===== config.mk =====
export PLATFORM = sky130hd
export DESIGN_NAME = hhmmss_line_to_seconds
export DESIGN_NICKNAME = d
export VERILOG_FILES = /design/src/rtl/core/hhs_pkg.sv /design/src/rtl/core/hhs_line_asm.sv /design/src/rtl/core/hhs_line_check.sv /design/src/rtl/core/hhmmss_line_to_seconds.sv
export SDC_FILE = /design/constraint.sdc
export NUM_CORES = 1
export LEC_CHECK = 0
export ABC_AREA = 1
export ABC_CLOCK_PERIOD_IN_PS = 7200
export BUFFER_PORTS_ARGS = -buffer_cell sky130_fd_sc_hd__buf_4
export CORE_MARGIN = 3
export CORE_UTILIZATION = 25
export CTS_BUF_LIST = sky130_fd_sc_hd__clkbuf_2
export DETAILED_ROUTE_END_ITERATION = 16
export PLACE_DENSITY = 0.4
export SLEW_MARGIN = 20
export SYNTH_ARGS = -nofsm -noshare
export SYNTH_HDL_FRONTEND = slang
export SYNTH_SLANG_ARGS = --single-unit
export TNS_END_PERCENT = 1

===== constraint.sdc =====
create_clock -name i_clk -period 7.2 [get_ports i_clk]
set_input_delay 0.36 -clock i_clk [delete_from_list [all_inputs] [get_ports i_clk]]
set_output_delay 0.36 -clock i_clk [all_outputs]
set_load 0.01 [all_outputs]

===== src/rtl/core/hhs_pkg.sv =====
package hhs_pkg;

    localparam int LINE_BUFFER_BYTES_DEF = 64;
    localparam int DIGITS = 6;
    localparam int SECS_W = 17;

    localparam logic [7:0] CH_CR   = 8'd13;
    localparam logic [7:0] CH_LF   = 8'd10;
    localparam logic [7:0] CH_ZERO = 8'd48;
    localparam logic [7:0] CH_NINE = 8'd57;

    typedef enum logic [2:0] {
        ST_OK    = 3'd0,
        ST_LEN   = 3'd1,
        ST_DIGIT = 3'd2,
        ST_HOUR  = 3'd3,
        ST_MIN   = 3'd4,
        ST_SEC   = 3'd5
    } t_status;

    // Snapshot of a finished line, handed from the assembler to the checker.
    typedef struct packed {
        logic                 len_err;
        logic                 bad_digit;
        logic [DIGITS-1:0][3:0] digits;
    } t_line_info;

endpackage


===== src/rtl/core/hhs_line_asm.sv =====
module hhs_line_asm import hhs_pkg::*; #(
    parameter int LINE_BUFFER_BYTES = LINE_BUFFER_BYTES_DEF
) (
    input  logic       i_clk,
    input  logic       i_rst_n,
    input  logic       i_step,
    input  logic [7:0] i_byte,
    output logic       o_emit,
    output t_line_info o_info
);

    localparam int CNT_W = $clog2(LINE_BUFFER_BYTES);
    localparam int IDX_W = $clog2(DIGITS);
    localparam logic [CNT_W-1:0] CNT_LAST = CNT_W'(LINE_BUFFER_BYTES - 1);
    localparam logic [CNT_W-1:0] CNT_DIGITS = CNT_W'(DIGITS);

    logic [CNT_W-1:0] r_count, n_count;
    logic             r_bad, n_bad;
    logic [3:0]       r_digits [DIGITS];

    logic is_end, is_digit, empty, full, store;

    assign is_end   = (i_byte == CH_CR) || (i_byte == CH_LF);
    assign is_digit = (i_byte >= CH_ZERO) && (i_byte <= CH_NINE);
    assign empty    = (r_count == '0);
    assign full     = (r_count == CNT_LAST);
    assign store    = i_step && !is_end && !full && (r_count < CNT_DIGITS);

    assign o_emit = i_step && (is_end ? !empty : full);

    // A too-long line reports a length error regardless of its contents.
    always_comb begin
        o_info.len_err   = !is_end || (r_count != CNT_DIGITS);
        o_info.bad_digit = r_bad;
        for (int i = 0; i < DIGITS; i++) begin
            o_info.digits[i] = r_digits[i];
        end
    end

    always_comb begin
        n_count = r_count;
        n_bad   = r_bad;
        if (i_step) begin
            if (is_end) begin
                if (!empty) begin
                    n_count = '0;
                    n_bad   = 1'b0;
                end
            end else if (full) begin
                n_count = '0;
                n_bad   = 1'b0;
            end else begin
                n_count = r_count + 1'b1;
                if ((r_count < CNT_DIGITS) && !is_digit) begin
                    n_bad = 1'b1;
                end
            end
        end
    end

    always_ff @(posedge i_clk) begin
        if (!i_rst_n) begin
            r_count <= '0;
            r_bad   <= 1'b0;
        end else begin
            r_count <= n_count;
            r_bad   <= n_bad;
        end
    end

    always_ff @(posedge i_clk) begin
        if (store) begin
            r_digits[r_count[IDX_W-1:0]] <= is_digit ? 4'(i_byte - CH_ZERO) : 4'd0;
        end
    end

endmodule


===== src/rtl/core/hhs_line_check.sv =====
module hhs_line_check import hhs_pkg::*; (
    input  logic              i_clk,
    input  logic              i_load,
    input  t_line_info        i_info,
    output t_status           o_status,
    output logic [SECS_W-1:0] o_secs
);

    t_status           r_status, n_status;
    logic [SECS_W-1:0] r_secs, n_secs;
    logic [6:0]        hours, minutes, secs;

    assign hours   = 7'(i_info.digits[0]) * 7'd10 + 7'(i_info.digits[1]);
    assign minutes = 7'(i_info.digits[2]) * 7'd10 + 7'(i_info.digits[3]);
    assign secs    = 7'(i_info.digits[4]) * 7'd10 + 7'(i_info.digits[5]);

    always_comb begin
        n_secs = '0;
        if (i_info.len_err) begin
            n_status = ST_LEN;
        end else if (i_info.bad_digit) begin
            n_status = ST_DIGIT;
        end else if (hours > 7'd23) begin
            n_status = ST_HOUR;
        end else if (minutes > 7'd59) begin
            n_status = ST_MIN;
        end else if (secs > 7'd59) begin
            n_status = ST_SEC;
        end else begin
            n_status = ST_OK;
            n_secs   = SECS_W'(hours) * SECS_W'(3600) + SECS_W'(minutes) * SECS_W'(60)
                       + SECS_W'(secs);
        end
    end

    always_ff @(posedge i_clk) begin
        if (i_load) begin
            r_status <= n_status;
            r_secs   <= n_secs;
        end
    end

    assign o_status = r_status;
    assign o_secs   = r_secs;

endmodule


===== src/rtl/core/hhmmss_line_to_seconds.sv =====
// Assembles received characters into lines and converts an "HHMMSS" line
// into seconds since midnight.
// Input channel: i_valid / o_stall with one character in i_rx_byte per item.
// CR or LF ends a non-empty line and produces one result; other characters
// produce none, except a character that would overflow the line buffer,
// which is dropped, clears the line and yields a length error.
// Output channel: o_valid / i_stall with o_status and o_seconds_of_day.
// An item lands in an input register and is processed against the line
// state once the output register is free; its result is captured in the
// output register, which drives o_valid.
// Throughput is one item per cycle while the receiver does not stall, set by the single processing stage.
// While the receiver stalls, the result holds and one more item can sit in
// the input register; o_stall rises only when both registers are occupied.
// Reset (synchronous, active low) empties the line and both registers.
module hhmmss_line_to_seconds import hhs_pkg::*; #(
    parameter int LINE_BUFFER_BYTES = LINE_BUFFER_BYTES_DEF
) (
    input  logic              i_clk,
    input  logic              i_rst_n,
    input  logic              i_valid,
    output logic              o_stall,
    input  logic [7:0]        i_rx_byte,
    output logic              o_valid,
    input  logic              i_stall,
    output logic [2:0]        o_status,
    output logic [SECS_W-1:0] o_seconds_of_day
);

    logic       r_in_valid, n_in_valid;
    logic [7:0] r_rx_byte;
    logic       r_out_valid, n_out_valid;
    logic       out_free, step, load, emit;
    t_line_info info;
    t_status    status;

    assign out_free = !r_out_valid || !i_stall;
    assign step     = r_in_valid && out_free;
    assign o_stall  = r_in_valid && !out_free;
    assign load     = i_valid && !o_stall;

    always_comb begin
        n_in_valid = r_in_valid;
        if (load) begin
            n_in_valid = 1'b1;
        end else if (step) begin
            n_in_valid = 1'b0;
        end
        n_out_valid = out_free ? emit : r_out_valid;
    end

    always_ff @(posedge i_clk) begin
        if (!i_rst_n) begin
            r_in_valid  <= 1'b0;
            r_out_valid <= 1'b0;
        end else begin
            r_in_valid  <= n_in_valid;
            r_out_valid <= n_out_valid;
        end
    end

    always_ff @(posedge i_clk) begin
        if (load) begin
            r_rx_byte <= i_rx_byte;
        end
    end

    hhs_line_asm #(
        .LINE_BUFFER_BYTES(LINE_BUFFER_BYTES)
    ) u_asm (
        .i_clk  (i_clk),
        .i_rst_n(i_rst_n),
        .i_step (step),
        .i_byte (r_rx_byte),
        .o_emit (emit),
        .o_info (info)
    );

    hhs_line_check u_check (
        .i_clk   (i_clk),
        .i_load  (emit),
        .i_info  (info),
        .o_status(status),
        .o_secs  (o_seconds_of_day)
    );

    assign o_valid  = r_out_valid;
    assign o_status = status;

endmodule


# [After elaboration in Yosys (flattened, before gate mapping)]
# Memories as Yosys holds them, arrays and structs flattened.
# Index checks and enable logic that the tools add are counted.
[op_classes] div=0 order_cmp=6 add_sub_neg=7 n_bitwise=0 n_mul=5 n_eq_ne=5 muxes=17 n_reduce_logical=27 n_shift=0
[ops] operator="7-bit by 4-bit adder with 7-bit output" count=3
[ops] operator="4-bit by 3-bit multiplier with 6-bit output, second input constant" count=3
[ops] operator="6-bit two-way mux" count=3
[ops] operator="17-bit by 13-bit adder with 17-bit output" count=1
[ops] operator="17-bit by 7-bit adder with 17-bit output" count=1
[ops] operator="8-bit by 4-bit equality test with 1-bit output, second input constant" count=2
[ops] operator="7-bit by 6-bit greater-than comparator with 1-bit output, second input constant" count=2
[ops] operator="7-bit by 8-bit multiplier with 13-bit output, second input constant" count=1
[ops] operator="7-bit by 4-bit multiplier with 11-bit output, second input constant" count=1
[ops] operator="1-bit logical AND" count=9
[ops] operator="1-bit two-way mux" count=9
[ops] operator="8-bit by 6-bit >= comparator with 1-bit output, second input constant" count=1
[ops] operator="8-bit by 6-bit <= comparator with 1-bit output, second input constant" count=1
[ops] operator="1-bit zero test" count=8
[ops] operator="7-bit by 5-bit greater-than comparator with 1-bit output, second input constant" count=1
[ops] operator="6-bit by 1-bit adder with 6-bit output, second input constant" count=1
[ops] operator="6-bit equality test, second input constant" count=1
[ops] operator="6-bit zero test" count=1
[ops] operator="6-bit by 3-bit less-than comparator with 1-bit output, second input constant" count=1
[ops] operator="3-bit two-way mux" count=2
[ops] operator="6-bit by 3-bit != test with 1-bit output, second input constant" count=1
[ops] operator="5-bit OR reduction" count=1
[ops] operator="2-bit two-way mux" count=2
[ops] operator="4-bit two-way mux" count=1
[ops] operator="8 further kinds" count=10
[word_totals] register_bits=37 word_cells=76 in_bits=12 ram_bits=24 latch_bits=0 output_inout_bits=22 rom_bits=0 memories=1
[memory_table] memory="u_asm.r_digits" depth=6 width=4 rd=6 rd_clocked_by_memory_dff=0 wr=1 line="hhs_line_asm.sv:19" rtl="logic [3:0] r_digits [DIGITS];"

# [Depth between registers and ports, before layout]
# Gate-level depths: netlist (run 1).
[logic_depth] ltp_word=8 mapped_depth=31 depth_no_buf=31

# [Modules after synthesis]
# From an unflattened synthesis (run 1), not the netlist that was laid out.
[unflattened] cells_unflattened=691 hier_area_um2=5754.3
[by_module_without_submodules] module="hhs_line_check" instances=1 seq_area_each_um2=600.6 area_per_inst_um2=3968.8 cells_per_inst=529
[by_module_without_submodules] module="hhs_line_asm" instances=1 seq_area_each_um2=860.8 area_per_inst_um2=1450.1 cells_per_inst=141
[by_module_without_submodules] module="hhmmss_line_to_seconds" instances=1 seq_area_each_um2=280.3 area_per_inst_um2=335.3 cells_per_inst=21

# [Worst setup path before layout (run 1)]
# No wires, ideal clock.
[synth_timing] kind="flip-flop to flip-flop" from="memory u_asm.r_digits[2][0]" to="register u_check.r_secs[13] (netlist: u_check.o_secs[13]), data pin" t_arrival_ns=4.870 t_required_ns=6.950 path_buffers=0 path_stages_with_launch=28 synth_period_minus_slack_ns=5.121 setup_slack_ns=2.079 setup_ns=0.250 cell_sequence="edfxtp_1 > ha_1 > ha_1 > inv_1 > nor2_1 > nor2_1 > inv_1 > fa_1 > fa_1 > inv_1 > ha_1 > nand2_1 > o21ai_0 > a21oi_1 > nor2_1 > nor2_1 > xor2_1 > inv_1 > ha_1 > ha_1 > nand2_1 > nor2_1 > nand2_1 > nand3_1 > a21oi_1 > or2_2 > inv_1 > nor2_1"
[synth_lines] element="start, declared" line="hhs_line_asm.sv:19"
[synth_lines] element="end signal, assigned" line="hhs_line_check.sv:39" rtl="r_secs <= n_secs;"
[synth_lines] element="end, declared" line="hhs_line_check.sv:10" rtl="logic [SECS_W-1:0] r_secs, n_secs;"

==> impl_metrics.py, run 1 <==
metrics = {
    "setup_path": {
        "cpMostUsedCell": "nor2_1",
        "cpMaxStageDelayCell": "fa_1",
        "crit_buf_inv": 5,
        "crit_type": "reg2reg",
        "path_delay_family": "adder cells",
        "crit_path_start_kind": "register",
        "crit_arrival_ns": 5.87,
        "cp-end-kind": "register",
        "cp_slowest_stage_delay_ns": 0.52,
        "required_ns": 7.50,
        "crit_fanout": 4,
    },
    "global_route": {
        "grt_pass1_vias": 4277,
        "antenna_found_initial": 0,
        "grt_pass1_wl_mm": 19.92,
        "grt_util_all_layers_pct": 10.16,
        "grt_max_degree": 21,
        "overflow": 0,
    },
    "cells_and_area": {
        "regArea_um2": 1742,
        "fillers": 2312,
        "fin_nets": 809,
        "multi_input_area_um2": 3241,
        "fin_cells": 971,
        "diodes": 0,
        "syn_to_final_growth_pct": 14.62,
        "drive_above_1_share_pct": 10.78,
        "final_area_um2": 6259,
    },
    "place": {
        "dpl_cell_area_um2": 6036,
        "dp_cells": 945,
        "gp_congestion": 0.8065,
        "numPortBuffers": 33,
        "dp_hpwl_mm": 9.423,
    },
    "cts": {
        "cts_buffers": 9,
        "clock_sinks": 61,
        "h-tree-depth": 3,
        "postCtsHoldBufs": 10,
        "cts-root-buf": "clkbuf_2",
        "cts_setup_buffers": 0,
        "cts_tree": "yes",
        "clock_path_buffers": 2,
        "clkSlewWorstSetupHoldPaths_ns": 0.21,
        "ctsResizeCount": 0,
        "clkLatencyLatePin_ns": 0.53,
    },
    "floorplan": {
        "die_y_um": 153.8,
        "dieArea_um2": 23650,
        "ioPinCount": 34,
        "initial_utilization_pct": 25.73,
        "core_area_um2": 21220,
        "row_count": 53,
        "die_w_um": 153.8,
    },
    "synth": {
        "avgSynthCellArea_um2": 8.545,
        "netlist_area_um2": 5460,
        "synth_cell_types": 33,
        "synth_top_family_by_area": "adder cells",
        "yosysTopAreaCellShare_pct": 28.60,
        "synthesis.nets": 757,
        "synth_area_leaders": "edfxtp_1 29%, ha_1 19%, nand2_1 9.1%",
        "synth-seq-area-share_pct": 31.90,
        "muxShareOfSynthArea_pct": 0,
        "ys_top_cells_by_count": "132 x nand2_1, 123 x inv_1, 85 x ha_1",
        "synth_cells": 639,
        "synth_edf_count": 52,
        "yosys.area_share.simple_pct": 23.03,
        "synthAdderAreaFrac_pct": 27.18,
        "yosys.cell_count.top_type": "nand2_1",
        "yosysWarningCount": 0,
        "ys.flop_type": "edfxtp_1",
        "synth-seq-cells": 61,
        "synth_top_area_cell": "edfxtp_1",
        "synth_xor_area_share_pct": 4.331,
        "synth-compound-area-share_pct": 4.812,
        "async_flop_share_pct": 0,
    },
    "power": {
        "switching_power_uw": 1099,
        "p_per_area_nw_per_um2": 347.7,
        "p_leak_uw": 0.003072,
        "pwr-share-comb_pct": 71.6,
        "intPower_uw": 1077,
        "p_seq_share_pct": 18.1,
        "clkPwrFrac_pct": 10.3,
        "worst_ir_drop_vdd_mv": 0.1839,
        "switching_share_pct": 50.51,
    },
    "sta": {
        "hold_viol": 0,
        "layout_min_cycle_time_ns": 5.567,
        "setup_viol": 0,
        "fmax_mhz": 179.6,
        "relSlewSlack_pct": 44.18,
        "min_period_over_period_pct": 77.31,
        "slew_violations": 0,
        "fin_skew_ns": 0.02826,
        "fin_setup_tns_ns": 0,
        "worst_pin_slew_ns": 0.8363,
        "rsz0062_at_grt": "false",
    },
    "drt": {
        "viasPerCell": 4.266,
        "dr_total_vias": 4142,
        "first_pass_iters": 5,
        "routedWlPerCell_um": 11.56,
        "drtIter0Drc": 138,
        "drtAntennaViolNets": 0,
        "drc": 0,
        "wl_mm": 11.22,
    },
    "worst_hold_path": {
        "holdCritPathClass": "in2reg",
    },
    "run": {
        "drv_cap": 0,
    },
    "status": {
        "status": "complete, no violations",
    },
}
==> logic make-up after synthesis <==
| family | count (synthesis) |
|---|---|
| fa+ha+maj | 106 |
| xor+xnor | 27 |
| simple gates | 275 |
| flops | 61 |
| buf+inv | 125 |
| compound gates | 45 |
==> routing by layer <==
| metal | vias up | global-route usage [%] | wire (um) |
|---|---|---|---|
| li1 | 2173 | - | - |
| met1 | 1897 | 12.64 | 5177 |
| met3 | 14 | 2.308 | 361 |
| met5 | - | 0 | 0 |
| met2 | 58 | 17.63 | 5502 |
| met4 | 0 | 2.944 | 182 |
==> tightest hold or removal path, cell delays in order <==
cell and delay [ns]:
buf_4 0.11, nand2_1 0.07, a21oi_1 0.06
==> flip-flops by register name, summed over array words and instances, names as in the netlist <==
name,count
o_valid,1
r_in_valid,1
r_rx_byte,8
u_asm.r_bad,1
u_asm.r_count,6
u_asm.r_digits,24
u_check.o_secs,17
u_check.o_status,3
==> final cells by class <==
cell class                 count  share of cell area, %
sequential                    61                  27.83
timing repair buffer          43                  5.558
inverter                     123                  7.377
clock buffer                  10                 0.7997
clock inverter                 6                  1.160
tap                          275                  5.498
multi-input combinational    453                  51.78
==> worst paths after layout <==
path                              from            endpoint  slack, ns  depth (start not counted)
setup / recovery  u_asm.r_digits[2][0]  u_check.o_secs[13]       1.63                         27
hold / removal                 i_stall             o_valid        0.1                          3
setup reg to reg  u_asm.r_digits[2][0]  u_check.o_secs[13]       1.63                         27
hold reg to reg                o_valid             o_valid       0.52                          2
==> cell usage in the layout (no fill, tap or decap) <==
cell / synthesis / layout
a21o_1: 2 / 2
a21oi_1: 31 / 31
a21oi_2: 1 / 1
a21oi_4: 1 / 1
a31o_2: 1 / 1
buf_4: 0 / 33
bufinv_16: 0 / 1
clkbuf_2: 0 / 10
clkinv_4: 0 / 3
clkinvlp_4: 0 / 1
dfxtp_1: 9 / 9
dlygate4sd3_1: 0 / 10
edfxtp_1: 52 / 52
fa_1: 21 / 21
ha_1: 85 / 85
inv_1: 123 / 123
inv_6: 0 / 1
nand2_1: 132 / 132
nand2_2: 3 / 3
nand2_4: 1 / 1
nand3_1: 39 / 39
nand3b_1: 6 / 6
nand4_1: 11 / 11
nand4_2: 1 / 1
nand4_4: 2 / 2
nor2_1: 53 / 53
nor2_2: 10 / 10
nor2_4: 2 / 2
nor3_1: 11 / 11
nor3_2: 1 / 1
o211ai_1: 2 / 2
o21ai_0: 4 / 4
o21ai_2: 1 / 1
o21bai_1: 2 / 2
or2_1: 1 / 1
or2_2: 2 / 2
xnor2_1: 9 / 9
xor2_1: 18 / 18
==> per-stage QoR <==
stage	utilization, %	setup slack [ns]	power (uW)	hold WS, ns
3_3_place_gp	28.44	1.751	1988	0.4928
3_5_place_dp	28.44	1.626	1974	0.5005
6_report	29.49	1.633	2176	0.09938
4_1_cts	29.49	1.607	2225	0.01719
2_1_floorplan	-	2.079	1644	0.4589
5_1_grt	29.49	1.108	2504	0.02218
==> power by group through the flow <==
| stage | clock [uW] | combinational, uW | sequential (uW) |
|---|---|---|---|
| 2_1_floorplan | 0 | 1240 | 400 |
| 3_3_place_gp | 0 | 1590 | 402 |
| 3_5_place_dp | 0 | 1570 | 402 |
| 4_1_cts | 239 | 1590 | 394 |
| 5_1_grt | 254 | 1850 | 396 |
| 6_report | 225 | 1560 | 394 |
Note: power is estimated with default switching activity, not from simulation.
==> run 2: changes to the inputs <==
--- a/config.mk
+++ b/config.mk
@@ -5,8 +5,8 @@
 export SDC_FILE = /design/constraint.sdc
 export NUM_CORES = 1
 export LEC_CHECK = 0
-export ABC_AREA = 1
-export ABC_CLOCK_PERIOD_IN_PS = 7200
+export ABC_AREA = 0
+export ABC_CLOCK_PERIOD_IN_PS = 5700
 export BUFFER_PORTS_ARGS = -buffer_cell sky130_fd_sc_hd__buf_4
 export CORE_MARGIN = 3
 export CORE_UTILIZATION = 25
==> constraint.sdc (replaced) <==
create_clock -name i_clk -period 5.7 [get_ports i_clk]
set_input_delay 0.285 -clock i_clk [delete_from_list [all_inputs] [get_ports i_clk]]
set_output_delay 0.285 -clock i_clk [all_outputs]
set_load 0.01 [all_outputs]
==> impl_metrics.py, run 2 <==
metrics = {
    "sta": {
        "slew_violations": 0,
        "fmax_mhz": 182.5,
        "fin_skew_ns": 0.04121,
        "fin_setup_tns_ns": 0,
        "relSlewSlack_pct": 40.93,
        "worst_pin_slew_ns": 0.8851,
        "min_period_over_period_pct": 96.15,
        "worst_hold_slack_ns": 0.4264,
        "setup_viol": 0,
        "layout_min_cycle_time_ns": 5.481,
        "hold_viol": 0,
    },
    "setup_path": {
        "worstPathCellList": "ha_1 > inv_1 > fa_2 > inv_1 > fa_1 > inv_1 > fa_1 > fa_1 > buf_4 > xnor2_1 > fa_1 > ha_1 > and3_1 > a221o_1 > o31a_1 > o211ai_1 > xnor2_1 > nor3_2",
        "reg2reg_depth": 18,
        "crit_type": "reg2reg",
        "reg2reg_to": "u_check.o_secs[16]",
        "crit_buf_inv": 4,
        "crit_arrival_ns": 5.78,
        "path_delay_family": "adder cells",
        "crit_path_start_kind": "register",
        "cpMostUsedCell": "fa_1",
        "cpMaxStageDelayCell": "fa_2",
        "cp-end-kind": "register",
        "reg2reg_from": "u_asm.r_digits[2][0]",
        "required_ns": 6.00,
        "cp_slowest_stage_delay_ns": 0.56,
        "crit_fanout": 5,
        "reg2reg_slack_ns": 0.22,
    },
    "floorplan": {
        "ioPinCount": 34,
        "die_y_um": 148.4,
        "row_count": 51,
        "dieArea_um2": 22020,
        "initial_utilization_pct": 25.71,
        "die_w_um": 148.4,
        "core_area_um2": 19720,
    },
    "synth": {
        "synth_edf_count": 52,
        "synth-seq-cells": 61,
        "synth_area_leaders": "edfxtp_1 31%, ha_1 21%, fa_1 8.3%",
        "avgSynthCellArea_um2": 11.17,
        "synth-seq-area-share_pct": 34.35,
        "synth_top_area_cell": "edfxtp_1",
        "yosys.cell_count.top_type": "ha_1",
        "synth_cell_types": 59,
        "synthesis.nets": 572,
        "ys.flop_type": "edfxtp_1",
        "yosysWarningCount": 0,
        "synth_cells": 454,
        "yosysTopAreaCellShare_pct": 30.80,
        "netlist_area_um2": 5070,
        "ys_top_cells_by_count": "85 x ha_1, 53 x inv_1, 52 x edfxtp_1",
        "async_flop_share_pct": 0,
    },
    "power": {
        "worst_ir_drop_vdd_mv": 0.1455,
        "p_per_area_nw_per_um2": 345.8,
        "pwr-share-comb_pct": 63.5,
        "p_leak_uw": 0.002689,
        "p_seq_share_pct": 23.3,
        "clkPwrFrac_pct": 13.2,
        "switching_power_uw": 891.6,
        "switching_share_pct": 41.81,
        "intPower_uw": 1241,
    },
    "worst_hold_path": {
        "whs_endpoint": "r_rx_byte[0]",
        "holdCritPathClass": "in2reg",
        "hold_path_depth": 2,
        "min_from": "i_rx_byte[0]",
    },
    "drt": {
        "first_pass_iters": 6,
        "wl_mm": 10.46,
        "routedWlPerCell_um": 13.09,
        "viasPerCell": 4.363,
        "drc": 0,
        "drtAntennaViolNets": 0,
        "drtIter0Drc": 144,
        "dr_total_vias": 3486,
    },
    "cells_and_area": {
        "drive_above_1_share_pct": 20.83,
        "fin_nets": 646,
        "final_common_cell": "ha_1",
        "final_area_um2": 6166,
        "largest_reg_flops": 24,
        "fin_util_pct": 31.27,
        "fillers": 2008,
        "final_cell_mix": "82 x ha_1, 53 x buf_4, 52 x inv_1, 52 x edfxtp_1, 27 x xnor2_1",
        "syn_to_final_growth_pct": 21.62,
    },
    "cts": {
        "cts_buffers": 9,
        "cts_tree": "yes",
        "clock_path_buffers": 2,
        "clock_sinks": 61,
        "clkLatencyLatePin_ns": 0.58,
        "clkSlewWorstSetupHoldPaths_ns": 0.18,
        "cts-root-buf": "clkbuf_2",
        "h-tree-depth": 3,
    },
    "place": {
        "numPortBuffers": 33,
        "dp_hpwl_mm": 8.492,
        "dpl_cell_area_um2": 5766,
        "gp_congestion": 0.8159,
    },
    "global_route": {
        "gr-max-usage-layer": "met2",
        "grt_pass1_wl_mm": 17.47,
        "overflow": 0,
        "use_met3_pct": 2.834,
        "grt_max_degree": 21,
        "use_met1_pct": 12.17,
        "grt_util_all_layers_pct": 10.02,
        "grt_pass1_vias": 3601,
        "grt_use_met2_pct": 17.29,
        "antenna_found_initial": 1,
    },
    "run": {
        "drv_cap": 0,
    },
    "status": {
        "status": "complete, no violations",
    },
}
run 2: area by class of cell:
class	count	area [um^2]	share of cell area [%]
Tap cell	265	331.6	5.377
Antenna cell	1	2.502	0.04058
Sequential cell	61	1742	28.25
Clock inverter	5	52.55	0.8523
Multi-Input combinational cell	338	3266	52.96
Clock buffer	11	55.05	0.8929
Inverter	53	198.9	3.226
Timing Repair Buffer	65	518.0	8.401
run 2: cell families after synthesis:
| kind of cell | after synthesis | synth area share, % |
|---|---|---|
| flops | 61 | 34.35 |
| buf+inv | 55 | 4.294 |
| simple gates | 106 | 13.03 |
| fa+ha+maj | 108 | 29.66 |
| xor+xnor | 44 | 7.601 |
| mux | 1 | 0.1974 |
| compound gates | 79 | 10.86 |
run 2: how the worst max path moves through the flow:
stage / from / endpoint / slack (ns) / cells after the start
6_report: u_asm.r_digits[2][0] / u_check.o_secs[16] / 0.22 / 18
3_5_place_dp: u_asm.r_digits[2][0] / u_check.o_secs[13] / -0.14 / 22
2_1_floorplan: u_asm.r_digits[2][0] / u_check.o_secs[13] / 0.03 / 22
4_1_cts: u_asm.r_digits[2][0] / u_check.o_secs[13] / 0.003 / 22
3_3_place_gp: u_asm.r_digits[2][0] / u_check.o_secs[13] / -0.04 / 22
5_1_grt: u_asm.r_digits[2][0] / u_check.o_secs[16] / -0.03 / 23
run 2: what timing repair did:
item / CTS / global route
hold buffers: 12 / 0
buffers inserted: 0 / 2
endpoints found under the hold margin: 12 / 0
pin swaps: 1 / 16
gates resized for setup: 5 / 25
setup endpoints to repair: 3 / 4
run 2: layer usage:
metal,part of all wire [%],up-vias
met4,1.3,0
met5,0,-
met3,3.6,14
met1,45,1637
li1,-,1786
met2,50,49
run 2: stage by stage:
step | std cells | setup slack [ns] | total power (uW)
2_1_floorplan | 454 | 0.02823 | 1479
5_1_grt | 799 | -0.03094 | 2359
3_3_place_gp | 768 | -0.04441 | 1777
3_5_place_dp | 768 | -0.1364 | 1778
6_report | 799 | 0.2192 | 2132
4_1_cts | 796 | 0.002506 | 2092
run 2: power by group through the flow:
| stage | clock network (uW) | registers (uW) | logic (uW) |
|---|---|---|---|
| 3_5_place_dp | 0 | 507 | 1270 |
| 6_report | 282 | 497 | 1350 |
| 5_1_grt | 316 | 498 | 1540 |
| 4_1_cts | 298 | 497 | 1300 |
| 2_1_floorplan | 0 | 505 | 975 |
| 3_3_place_gp | 0 | 507 | 1270 |
==> run 3: changes to the inputs <==
--- a/config.mk
+++ b/config.mk
@@ -9,10 +9,10 @@
 export ABC_CLOCK_PERIOD_IN_PS = 5700
 export BUFFER_PORTS_ARGS = -buffer_cell sky130_fd_sc_hd__buf_4
 export CORE_MARGIN = 3
-export CORE_UTILIZATION = 25
+export CORE_UTILIZATION = 60
 export CTS_BUF_LIST = sky130_fd_sc_hd__clkbuf_2
 export DETAILED_ROUTE_END_ITERATION = 16
-export PLACE_DENSITY = 0.4
+export PLACE_DENSITY = 0.79
 export SLEW_MARGIN = 20
 export SYNTH_ARGS = -nofsm -noshare
 export SYNTH_HDL_FRONTEND = slang
==> impl_metrics.py, run 3 (synthesized netlist as in run 2, its figures left out) <==
metrics = {
    "sta": {
        "layout_min_cycle_time_ns": 5.507,
        "fmax_mhz": 181.6,
        "setup_viol": 0,
        "relSlewSlack_pct": 42.70,
        "hold_viol": 0,
        "worst_hold_slack_ns": 0.01841,
        "slew_violations": 0,
        "fin_skew_ns": 0.04573,
        "rsz0062_at_grt": "true",
        "worst_pin_slew_ns": 0.8586,
        "min_period_over_period_pct": 96.61,
    },
    "cells_and_area": {
        "fillers": 530,
        "syn_to_final_growth_pct": 18.95,
        "fin_cells": 631,
        "final_area_um2": 6031,
        "final_common_cell": "ha_1",
        "drive_above_1_share_pct": 22.50,
        "diodes": 0,
        "largest_reg_flops": 24,
        "fin_nets": 642,
        "final_cell_mix": "78 x ha_1, 53 x inv_1, 52 x edfxtp_1",
    },
    "worst_hold_path": {
        "whs_endpoint": "o_valid",
        "min_from": "i_stall",
        "holdCritPathClass": "in2reg",
        "hold_path_depth": 3,
    },
    "setup_path": {
        "crit_type": "reg2reg",
        "reg2reg_from": "u_asm.r_digits[2][0]",
        "reg2reg_slack_ns": 0.19,
        "crit_fanout": 5,
        "startpoint": "u_asm.r_digits[2][0]",
        "crit_path_start_kind": "register",
        "crit_arrival_ns": 5.79,
        "cp-end-kind": "register",
        "reg2reg_to": "u_check.o_secs[16]",
        "reg2reg_depth": 18,
        "worstPathCellList": "ha_2 > inv_1 > fa_2 > inv_1 > fa_1 > inv_1 > fa_1 > fa_1 > buf_4 > xnor2_1 > fa_1 > ha_1 > and3_1 > a221o_1 > o31a_1 > o211ai_1 > xnor2_1 > nor3_2",
        "cpMostUsedCell": "fa_1",
        "crit_buf_inv": 4,
        "required_ns": 5.99,
        "cpMaxStageDelayCell": "fa_2",
        "cp_slowest_stage_delay_ns": 0.57,
        "path_delay_family": "adder cells",
    },
    "power": {
        "power.total_uw": 2240,
        "p_per_area_nw_per_um2": 371.4,
        "worst_ir_drop_vdd_mv": 0.2556,
        "p_leak_uw": 0.002703,
    },
    "cts": {
        "cts_buffers": 9,
        "h-tree-depth": 3,
        "clock_sinks": 61,
        "cts-root-buf": "clkbuf_2",
        "clkLatencyLatePin_ns": 0.55,
        "clock_path_buffers": 2,
        "cts_tree": "yes",
        "clkSlewWorstSetupHoldPaths_ns": 0.22,
    },
    "drt": {
        "wl_mm": 9.906,
        "drc": 0,
        "viasPerCell": 5.691,
        "dr_total_vias": 3591,
        "first_pass_iters": 4,
        "drtAntennaViolNets": 0,
        "drtIter0Drc": 101,
        "routedWlPerCell_um": 15.70,
    },
    "floorplan": {
        "die_y_um": 97.92,
        "ioPinCount": 34,
        "core_area_um2": 7968,
        "dieArea_um2": 9588,
        "row_count": 32,
        "initial_utilization_pct": 63.63,
        "die_w_um": 97.92,
    },
    "global_route": {
        "overflow": 0,
        "grt_pass1_vias": 3708,
        "grt_pass1_wl_mm": 16.30,
        "grt_max_degree": 21,
        "grt_util_all_layers_pct": 21.00,
        "antenna_found_initial": 0,
    },
    "place": {
        "numPortBuffers": 33,
        "gp_congestion": 0.8774,
        "dp_hpwl_mm": 7.394,
        "dpl_cell_area_um2": 5524,
        "dp_cells": 600,
    },
    "status": {
        "status": "complete, no violations",
    },
    "run": {
        "drv_cap": 0,
    },
}
[run 3: timing repair]
| item | 4_1_cts | 5_1_grt |
|---|---|---|
| endpoints found under the setup margin | 3 | 5 |
| resized for setup | 7 | 30 |
| hold buffers | 10 | 1 |
| buffers inserted | 0 | 4 |
| pin swaps | 1 | 6 |
| endpoints found under the hold margin | 9 | 3 |
[run 3: how the worst max path moves through the flow]
stage | cells after the start | end | slack (ns)
4_1_cts | 22 | u_check.o_secs[13] | 0.01
6_report | 18 | u_check.o_secs[16] | 0.19
5_1_grt | 23 | u_check.o_secs[16] | -0.08
3_3_place_gp | 22 | u_check.o_secs[13] | 0.04
3_5_place_dp | 22 | u_check.o_secs[13] | -0.19
2_1_floorplan | 22 | u_check.o_secs[13] | 0.03
[run 3: per-layer routing]
layer / GRT usage (%) / wire (um) / up-vias
li1: - / - / 1772
met5: 0 / 0 / -
met1: 22.75 / 4005 / 1727
met3: 4.357 / 315 / 23
met2: 40.10 / 5295 / 69
met4: 7.242 / 291 / 0
[run 3: area by class of cell]
cell class | count | area [um^2] | share of cell area (%)
Sequential cell | 61 | 1742 | 28.88
Inverter | 53 | 198.9 | 3.299
Tap cell | 102 | 127.6 | 2.116
Clock inverter | 7 | 121.4 | 2.012
Multi-Input combinational cell | 338 | 3311 | 54.90
Timing Repair Buffer | 61 | 485.5 | 8.050
Clock buffer | 9 | 45.04 | 0.7469
[run 3: metrics by stage]
step                worst slack [ns]  setup TNS (ns)  util (%)
global placement             0.04433               0     69.33
finish                        0.1930               0     75.69
global route                -0.08318         -0.2424     75.69
detailed placement           -0.1890         -0.2996     69.33
CTS                          0.01273               0     72.82
floorplan                    0.02823               0         -
[run 3: power breakdown]
part	internal, uW	total [uW]	switching (uW)
clock	192	374	183
combinational	665	1370	704
sequential	490	497	7.45
[run 3: tightest hold or removal path: stages]
cell and delay (ns):
buf_4 0.11, nand2_1 0.07, a21boi_0 0.08
